## config.mk

```make
export PLATFORM = sky130hd
export DESIGN_NAME = multi_channel_servo_pwm
export DESIGN_NICKNAME = d
export VERILOG_FILES = /design/src/rtl/mcsp_pkg.sv /design/src/rtl/multi_channel_servo_pwm.sv
export SDC_FILE = /design/constraint.sdc
export NUM_CORES = 1
export LEC_CHECK = 0
export BUFFER_PORTS_ARGS = -buffer_cell sky130_fd_sc_hd__buf_2
export CAP_MARGIN = 10
export CORE_AREA = 2 2 309 342
export DETAILED_ROUTE_END_ITERATION = 8
export DIE_AREA = 0 0 311 344
export PLACE_DENSITY_LB_ADDON = 0.15
export SLEW_MARGIN = 20
export SYNTH_ARGS = -nofsm -noshare
export SYNTH_HDL_FRONTEND = slang
export SYNTH_SLANG_ARGS = --single-unit
```

## constraint.sdc

```tcl
create_clock -name clk -period 6.3 [get_ports clk]
set_clock_uncertainty 0.1 [all_clocks]
set_input_delay 0.63 -clock clk [delete_from_list [all_inputs] [get_ports clk]]
set_output_delay 0.63 -clock clk [all_outputs]
set_load 0.01 [all_outputs]
```

## src/rtl/mcsp_pkg.sv

```systemverilog
// Shared constants, command codes and register indexes of the servo pulse generator.
package mcsp_pkg;

	localparam int unsigned DEF_CHANNELS = 16;

	localparam int unsigned CMD_W   = 2;
	localparam int unsigned CHAN_W  = 4;
	localparam int unsigned PULSE_W = 15;
	localparam int unsigned TICK_W  = 16;
	localparam int unsigned PINS_W  = 16;

	localparam int unsigned IN_DATA_W  = 24;
	localparam int unsigned OUT_DATA_W = 24;

	localparam logic [CMD_W-1:0] CMD_WRITE = 2'd0;
	localparam logic [CMD_W-1:0] CMD_TICK  = 2'd1;
	localparam logic [CMD_W-1:0] CMD_START = 2'd2;

	localparam int unsigned CFG_IDX_W = 2;
	localparam logic [CFG_IDX_W-1:0] REG_MIN_PULSE = 2'd0;
	localparam logic [CFG_IDX_W-1:0] REG_MAX_PULSE = 2'd1;
	localparam logic [CFG_IDX_W-1:0] REG_PERIOD    = 2'd2;

	localparam logic [PULSE_W-1:0] MIN_PULSE_RST = 15'd500;
	localparam logic [PULSE_W-1:0] MAX_PULSE_RST = 15'd2500;
	localparam logic [PULSE_W-1:0] PERIOD_RST    = 15'd20000;

endpackage

```

## src/rtl/multi_channel_servo_pwm.sv

```systemverilog
// Top level of the multi-channel servo pulse generator with double-buffered widths.
//
// Usage:
//   The s_ stream carries requests: s_tuser holds the command (write preload width,
//   half-microsecond tick, start), s_tdata the channel and the requested width.
//   Every request yields exactly one result on the m_ stream: the pin levels of
//   channels 0..15 plus the period_start, all_low and running flags.
//   The cfg channel writes min_pulse, max_pulse and period; write it only while idle.
//   A taken request's result is registered and appears in the cycle after it. The block
//   takes one request per clock while the receiver keeps up; the per-channel width
//   comparators settle all pins combinationally between the held state and the result register.
//   When the receiver stalls, the result register holds its value and s_tready drops
//   until the result is taken; a request is taken in the same cycle the old result
//   leaves, so no bubble is inserted.
//   Reset (arst_n low) clears both width banks, the tick counter, all pins, the
//   update flag and running, and loads the default register values.
module multi_channel_servo_pwm #(
	parameter int unsigned CHANNELS = mcsp_pkg::DEF_CHANNELS
) (
	input  logic                               clk,
	input  logic                               arst_n,
	// request stream
	input  logic                               s_tvalid,
	output logic                               s_tready,
	input  logic [mcsp_pkg::IN_DATA_W-1:0]     s_tdata,  // [3:0] channel, [18:4] width, rest 0
	input  logic [mcsp_pkg::CMD_W-1:0]         s_tuser,  // [1:0] command
	// result stream
	output logic                               m_tvalid,
	input  logic                               m_tready,
	// [15:0] pins, [16] period_start, [17] all_low, [18] running, rest 0
	output logic [mcsp_pkg::OUT_DATA_W-1:0]    m_tdata,
	// configuration writes
	input  logic                               cfg_valid,
	output logic                               cfg_ready,
	input  logic [mcsp_pkg::CFG_IDX_W-1:0]     cfg_index,
	input  logic [mcsp_pkg::PULSE_W-1:0]       cfg_data
);

	localparam int unsigned EXT_W = (CHANNELS > mcsp_pkg::PINS_W) ? CHANNELS : mcsp_pkg::PINS_W;

	// Configuration registers
	logic [mcsp_pkg::PULSE_W-1:0] min_pulse_q, max_pulse_q, period_q;

	// Generator state
	logic [mcsp_pkg::PULSE_W-1:0] preload_q [CHANNELS];
	logic [mcsp_pkg::PULSE_W-1:0] active_q  [CHANNELS];
	logic [mcsp_pkg::TICK_W-1:0]  tick_q;
	logic [CHANNELS-1:0]          pins_q;
	logic                         updated_q;
	logic                         running_q;

	// Result register
	logic                             out_valid_q;
	logic [mcsp_pkg::OUT_DATA_W-1:0]  out_data_q;

	// Request fields
	logic [mcsp_pkg::CMD_W-1:0]   cmd;
	logic [mcsp_pkg::CHAN_W-1:0]  chan;
	logic [mcsp_pkg::PULSE_W-1:0] req_width;
	logic                         accept;

	// Next-state values
	logic [mcsp_pkg::PULSE_W-1:0] clamped;
	logic                         wr_en;
	logic                         take;
	logic [mcsp_pkg::TICK_W-1:0]  top;
	logic [mcsp_pkg::TICK_W-1:0]  tick_n;
	logic [CHANNELS-1:0]          pins_base;
	logic [CHANNELS-1:0]          pins_n;
	logic [CHANNELS-1:0]          hit;
	logic                         running_n;
	logic                         updated_n;
	logic                         pstart;
	logic                         alow;
	logic [EXT_W-1:0]             pins_ext;

	assign cmd       = s_tuser;
	assign chan      = s_tdata[3:0];
	assign req_width = s_tdata[18:4];

	// Take a request whenever the result slot is free or being emptied this cycle.
	assign s_tready  = !out_valid_q || m_tready;
	assign accept    = s_tvalid && s_tready;
	assign cfg_ready = 1'b1;

	assign m_tvalid = out_valid_q;
	assign m_tdata  = out_data_q;

	// Clamp: when the bounds cross, a width above the upper bound gets the upper bound and any other gets the lower.
	always_comb begin
		if (req_width > max_pulse_q) begin
			clamped = max_pulse_q;
		end else if (req_width < min_pulse_q) begin
			clamped = min_pulse_q;
		end else begin
			clamped = req_width;
		end
	end

	assign top = {period_q, 1'b0};

	always_comb begin
		wr_en     = 1'b0;
		take      = 1'b0;
		tick_n    = tick_q;
		pins_base = pins_q;
		pins_n    = pins_q;
		hit       = '0;
		running_n = running_q;
		pstart    = 1'b0;
		alow      = 1'b0;
		case (cmd)
			mcsp_pkg::CMD_WRITE: begin
				wr_en = (32'(chan) < 32'(CHANNELS));
			end
			mcsp_pkg::CMD_START: begin
				take      = updated_q;
				tick_n    = '0;
				pins_n    = '1;
				running_n = 1'b1;
				pstart    = 1'b1;
			end
			mcsp_pkg::CMD_TICK: begin
				if (running_q) begin
					// Wrap the counter once it reaches or passes twice the period.
					if (tick_q >= top) begin
						tick_n    = '0;
						pins_base = '1;
						pstart    = 1'b1;
					end else begin
						tick_n = 16'(tick_q + 16'd1);
					end
					// Drop each channel whose doubled width matches the new count.
					for (int k = 0; k < int'(CHANNELS); k++) begin
						hit[k] = ({active_q[k], 1'b0} == tick_n);
					end
					pins_n = pins_base & ~hit;
					alow   = (pins_base != '0) && (pins_n == '0);
					take   = alow && updated_q;
				end
			end
			default: begin
			end
		endcase
	end

	always_comb begin
		if (wr_en) begin
			updated_n = 1'b1;
		end else if (take) begin
			updated_n = 1'b0;
		end else begin
			updated_n = updated_q;
		end
	end

	assign pins_ext = EXT_W'(pins_n);

	// Configuration registers
	always_ff @(posedge clk or negedge arst_n) begin
		if (!arst_n) begin
			min_pulse_q <= mcsp_pkg::MIN_PULSE_RST;
			max_pulse_q <= mcsp_pkg::MAX_PULSE_RST;
			period_q    <= mcsp_pkg::PERIOD_RST;
		end else if (cfg_valid && cfg_ready) begin
			case (cfg_index)
				mcsp_pkg::REG_MIN_PULSE: min_pulse_q <= cfg_data;
				mcsp_pkg::REG_MAX_PULSE: max_pulse_q <= cfg_data;
				mcsp_pkg::REG_PERIOD:    period_q    <= cfg_data;
				default: begin
				end
			endcase
		end
	end

	// Generator state; both width banks reset to zero.
	always_ff @(posedge clk or negedge arst_n) begin
		if (!arst_n) begin
			for (int k = 0; k < int'(CHANNELS); k++) begin
				preload_q[k] <= '0;
				active_q[k]  <= '0;
			end
			tick_q    <= '0;
			pins_q    <= '0;
			updated_q <= 1'b0;
			running_q <= 1'b0;
		end else if (accept) begin
			for (int k = 0; k < int'(CHANNELS); k++) begin
				if (wr_en && (32'(chan) == 32'(k))) begin
					preload_q[k] <= clamped;
				end
				if (take) begin
					active_q[k] <= preload_q[k];
				end
			end
			tick_q    <= tick_n;
			pins_q    <= pins_n;
			updated_q <= updated_n;
			running_q <= running_n;
		end
	end

	// Result register: load on accept, release when the receiver takes it.
	always_ff @(posedge clk or negedge arst_n) begin
		if (!arst_n) begin
			out_valid_q <= 1'b0;
		end else if (accept) begin
			out_valid_q <= 1'b1;
		end else if (m_tready) begin
			out_valid_q <= 1'b0;
		end
	end

	always_ff @(posedge clk) begin
		if (accept) begin
			out_data_q <= {5'd0, running_n, alow, pstart, pins_ext[mcsp_pkg::PINS_W-1:0]};
		end
	end

endmodule
```

Word level (Yosys, flattened, before mapping):

Cells that the tools add are included.

* add/sub/neg operators: 1
* order comparisons: 3
* equal/unequal tests: 36
* mux-type cells: 23
* bitwise operators: 2
* reduce and logical (&&, ||, !) cells: 52

Operators by type and width (number)
* equality test 16 bit: 16
* 2-to-1 mux 16 bit: 8
* case mux 16 bit (2 select lines): 2
* AND reduction 2 bit: 22
* equality test 4 bit, second input constant: 8
* 2-to-1 mux 15 bit: 2
* logical AND 1 bit: 19
* adder 16 x 1 -> 16 bit, second input constant: 1
* AND 16 bit: 1
* equality test 4 x 3 -> 1 bit, second input constant: 4
* greater-or-equal comparator 16 bit: 1
* logical NOT 16 bit: 1
* NOT 16 bit: 1
* nonzero test 16 bit: 1
* greater-than comparator 15 bit: 1
* < comparator 15 bit: 1
* 2-to-1 mux 1 bit: 9
* equality test 4 x 2 -> 1 bit, second input constant: 2
* nonzero test 2 bit: 3
* equality test 2 x 1 -> 1 bit, second input constant: 2
* equality test 2 bit, second input constant: 2
* equality test 4 x 1 -> 1 bit, second input constant: 1
* logical NOT 2 bit: 2
* logical NOT 4 bit: 1
* other kinds (5): 6

* flip-flop bits (word level): 579
* bits of input ports: 48
* output and inout port bits: 27
* logic and storage cells: 159

Depth between registers and ports, before layout:

* word-level depth: 14
* mapped depth: 21
* gate-level depth less buffers: 13

Worst setup path after synthesis:

No wires, ideal clock.

* kind: flip-flop to flip-flop
* start point: register period_q[5] in the netlist's numbering
* end point: register active_q[133] in the netlist's numbering
* setup time: 0.140 ns
* data arrival time: 4.483 ns
* data required time: 6.060 ns
* setup slack: 1.577 ns
* stages on the path, launching flop included: 20
* path buffers: 6
* clock period less this slack: 4.723 ns
* cell sequence: dfstp_2 inv_1 ha_1 a21oi_1 nor2b_4 o31a_2 buf_4 nor4_1 buf_2 buf_4 xor2_1 nor4_1 nand3_1 o32a_1 or4_1 buf_2 buf_2 buf_2 a221oi_1 o211ai_1

* cells in the longest elaborated chain, start to end: 13
* elaborated cells on any way between the ends: 32
* classes of those cells: order compare (1); eq/ne (16); mux (8); bitwise (2); reduce/logical (5)

RTL lines
* start: declaration: RTL line multi_channel_servo_pwm.sv:42 `logic [mcsp_pkg::PULSE_W-1:0] min_pulse_q, max_pulse_q, period_q;`
* start signal: assignment: RTL line multi_channel_servo_pwm.sv:164 `period_q <= mcsp_pkg::PERIOD_RST;`
* start signal: assignment: RTL line multi_channel_servo_pwm.sv:169 `mcsp_pkg::REG_PERIOD: period_q <= cfg_data;`
* greater-or-equal comparator 16 bit *: RTL line multi_channel_servo_pwm.sv:126 `if (tick_q >= top) begin`
* 2-to-1 mux 16 bit: RTL line multi_channel_servo_pwm.sv:126
* 2-to-1 mux 16 bit: RTL line multi_channel_servo_pwm.sv:124 `if (running_q) begin`
* 2-to-1 mux 16 bit: RTL line multi_channel_servo_pwm.sv:112 `case (cmd)`
* equality test 16 bit: RTL line multi_channel_servo_pwm.sv:135 `hit[k] = ({active_q[k], 1'b0} == tick_n);`
* NOT 16 bit: RTL line multi_channel_servo_pwm.sv:137 `pins_n = pins_base & ~hit;`
* AND 16 bit: RTL line multi_channel_servo_pwm.sv:137
* logical NOT 16 bit: RTL line multi_channel_servo_pwm.sv:138 `alow = (pins_base != '0) && (pins_n == '0);`
* logical AND 1 bit *: RTL line multi_channel_servo_pwm.sv:138
* logical AND 1 bit *: RTL line multi_channel_servo_pwm.sv:139 `take = alow && updated_q;`
* 2-to-1 mux 1 bit *: RTL line multi_channel_servo_pwm.sv:124
* case mux 1 bit (2 select lines) *: RTL line multi_channel_servo_pwm.sv:112
* AND reduction 2 bit (no line) *
* end signal: indexed assignment: RTL line multi_channel_servo_pwm.sv:193 `active_q[k] <= preload_q[k];`
* end: declaration: RTL line multi_channel_servo_pwm.sv:46 `logic [mcsp_pkg::PULSE_W-1:0] active_q [CHANNELS];`

Mark *: on every way between the ends. The rest lies on a longest branch, timed or not. The select of a mux whose other input is x is not followed.
A chain may end at the register's enable or synchronous reset.

Worst setup path after layout:

* start point: register tick_q[6] in the netlist's numbering
* end point: register active_q[99] in the netlist's numbering

* cells in the longest elaborated chain, start to end: 13
* elaborated cells on any way between the ends: 33
* classes of those cells: add/sub (1); order compare (1); eq/ne (16); mux (8); bitwise (2); reduce/logical (5)

RTL lines
* start: declaration: RTL line multi_channel_servo_pwm.sv:47 `logic [mcsp_pkg::TICK_W-1:0] tick_q;`
* start signal: assignment: RTL line multi_channel_servo_pwm.sv:196 `tick_q <= tick_n;`
* adder 16 x 1 -> 16 bit / greater-or-equal comparator 16 bit (equally long branches): RTL line multi_channel_servo_pwm.sv:131, multi_channel_servo_pwm.sv:126
* 2-to-1 mux 16 bit: RTL line multi_channel_servo_pwm.sv:126
* 2-to-1 mux 16 bit: RTL line multi_channel_servo_pwm.sv:124
* 2-to-1 mux 16 bit: RTL line multi_channel_servo_pwm.sv:112
* equality test 16 bit: RTL line multi_channel_servo_pwm.sv:135
* NOT 16 bit: RTL line multi_channel_servo_pwm.sv:137
* AND 16 bit: RTL line multi_channel_servo_pwm.sv:137
* logical NOT 16 bit: RTL line multi_channel_servo_pwm.sv:138
* logical AND 1 bit *: RTL line multi_channel_servo_pwm.sv:138
* logical AND 1 bit *: RTL line multi_channel_servo_pwm.sv:139
* 2-to-1 mux 1 bit *: RTL line multi_channel_servo_pwm.sv:124
* case mux 1 bit (2 select lines) *: RTL line multi_channel_servo_pwm.sv:112
* AND reduction 2 bit (no line) *

Marked as above.

==> reports/metrics.cfg <==
[run_status]
status=finished clean

[yosys]
synth_ff_type=dfrtp_1
ys_warn_count=0
syn_area_per_cell_um2=10.1
ys_types=82
synth_area_leader_cell=dfrtp_1
synth_edf_count=19
yosysTopAreaCellShare=0.378
netlist_area_um2=36000
synthTopCellsByArea=dfrtp_1 (38%), mux2_2 (9.0%), a221oi_1 (5.4%)
async_reset_ff_frac=0.967
syn_inst=3565
ys_ff_latch=579
seq_area_frac_synth=0.406

[floorplan]
die_x_um=311
num_rows=124
die_h_um=344
io-pin-count=75
die_area_um2=107000
start_util=0.348
core-area_um2=103000

[timing]
final.setup.tns_ps=0
worstMarginPinSlew_ps=1170
max_freq_ghz=0.170
rsz0062_at_grt=false
fin_crit_sh=0.934
hold_viol_final=0
max_slew_margin=0.215
min_period_ps=5890
hold_slack_ps=145
drv_slew=0
setup_viol=0

[setup_path]
worstPathRequired_ps=6720
arrival_ps=6310
r2r_start=tick_q[6]$_DFFE_PN0P_
cp_max_fo=141
critical_path_class=flip-flop to flip-flop
start_kind=flip-flop
reg2reg_slack_ps=410
cp-end-kind=flip-flop
crit_start=tick_q[6]$_DFFE_PN0P_

[min_path]
hp-class=input pin to flip-flop
hp-start=s_tvalid

[clock_network]
cts_buffers=73
htree_levels=3
cts.sink_count=579
cts-resized-gates=0
clock_path_buffers=3
cts_tree=built
clk_pin_slew_ps=60
clock-root-buffer=clkbuf_16
clk_latency_ps=660

[cells_and_area]
nNetsFinal=3540
final_common_cell=dfrtp_1
multi_input_area_um2=19700
register_area_um2=14600
area_delta_synth_final_pct=12.6
final_cell_mix=dfrtp_1 (544), mux2_2 (288), nand3_1 (275), and3_1 (245)
drive_above_1_share=0.207
num-fill-cells=10200

[power]
vdd_drop_max_v=0.000464
power.leakage_nw=15.4
power-per-cell-area_nw_per_um2=321

[route]
drcViolationCount=0
dr.first_iter.drc_count=2654
vias=29900
postRouteWirelength_mm=132
routedWlPerCell_um=26.9
vias_per_cell=6.10
ant_nets=0
firstDrtPassIters=8

[global_route]
grtUsageTotal=0.242
grt_max_degree=205
grt_antenna_before_repair=12
grt_pass1_vias=29400
grt_pass1_wl_mm=199
grt-ovfl-total=0

[placed_design]
dpl.hpwl_mm=74.2
port_buffers=63
globalplace.congestion=0.797

[job]
drv_cap=0

per-layer routing:
| layer | up-vias | track usage | share of wire |
|---|---|---|---|
| li1 | 13400 | - | - |
| met1 | 15300 | 0.332 | 0.45 |
| met4 | 2 | 0.0939 | 0.032 |
| met5 | - | 0 | 0.000091 |
| met2 | 935 | 0.391 | 0.47 |
| met3 | 186 | 0.0304 | 0.056 |
report_power, final:
group | total [mW] | internal, mW | switching [mW]
clock | 4.23 | 2.43 | 1.80
combinational | 4.27 | 1.17 | 3.10
sequential | 4.50 | 4.18 | 0.320
total | 13.0 | 7.78 | 5.22
cell type report:
type                    instances  share of cell area
diodes                          5            0.000309
clock buffers                 102              0.0511
clock inverters                34             0.00717
inverters                      53             0.00491
multi-input cells            2537               0.487
flip-flops and latches        579               0.361
well taps                    1386              0.0428
repair buffers                200              0.0459
worst max-delay path, stage by stage (launching register included):
cell and delay, ps:
dfrtp_1 560, ha_1 330, a21oi_1 250, nor2b_4 80
o31a_2 530, nor4_2 660, buf_4 340, buf_4 270
xnor2_1 140, nand2_1 60, nor4_1 330, a31oi_1 300
or4_4 670, buf_12 270, o31ai_1 470, o211ai_2 130
sequential cells by signal (all words and copies together), names as in the netlist:
signal	count
preload_q	240
period_q	15
updated_q	1
tick_q	16
pins_q	16
running_q	1
m_tvalid	1
m_tdata	19
max_pulse_q	15
min_pulse_q	15
active_q	240
Yosys cell counts, types with 5 or more instances:
cell type / number
a211oi_1: 18
a21o_1: 27
a21oi_1: 29
a221oi_1: 220
a221oi_2: 21
a22o_1: 25
a31oi_1: 21
and3_1: 246
buf_2: 45
buf_4: 12
buf_6: 28
clkbuf_1: 311
dfrtp_1: 544
dfstp_2: 16
edfxtp_1: 19
ha_1: 48
inv_1: 53
mux2_2: 288
nand2_1: 53
nand2b_1: 11
nand3_1: 277
nand4_1: 45
nor2_1: 47
nor2b_1: 243
nor3_1: 18
nor4_1: 35
o211ai_1: 229
o211ai_2: 26
o21a_1: 7
o21ai_0: 36
o21ai_1: 5
o22ai_1: 9
o31ai_1: 243
or3_1: 5
or4_1: 6
xnor2_1: 126
xor2_1: 92
path summary, 6_finish.rpt:
| path | cells past startpoint | to |
|---|---|---|
| worst max-delay path | 15 | active_q[99]$_DFFE_PN0P_ |
| worst min-delay path | 2 | m_tvalid$_DFFE_PN0P_ |
| worst max register to register | 15 | active_q[99]$_DFFE_PN0P_ |
| worst min register to register | 1 | period_q[4]$_DFFE_PN0P_ |
| max in group asynchronous | 3 | active_q[223]$_DFFE_PN0P_ |
| min in group asynchronous | 2 | min_pulse_q[3]$_DFFE_PN0P_ |
cell families (layout without fill, tap and decap cells):
family	Yosys count	after routing	synth area share
AND/OR/NAND/NOR	1018	1018	0.163
AO/OA/AOI/OAI	950	950	0.211
flip-flops	579	579	0.406
buffers and inverters	453	389	0.0559
multiplexers	293	293	0.0916
XOR/XNOR	222	222	0.0552
adder cells (fa/ha/maj)	48	48	0.0167
other	2	11	0.000209
stage by stage:
stage / util / power [mW] / worst slack, ps / cells / instance area (um2)
after CTS: 0.391 / 13.0 / 516 / 4889 / 40400
final: 0.392 / 13.0 / 414 / 4896 / 40500
after global placement: 0.368 / 8.72 / 597 / 4752 / 38100
after detailed placement: 0.368 / 8.77 / 560 / 4752 / 38100
after global routing: 0.392 / 13.5 / 273 / 4893 / 40500
after floorplan: - / 6.83 / 1580 / 3569 / 36000
repair_timing:
item,4_1_cts,5_1_grt
hold endpoints to repair,45,0
setup buffers,0,0
hold buffers,1,0
Power figures use the tool's default switching activity.
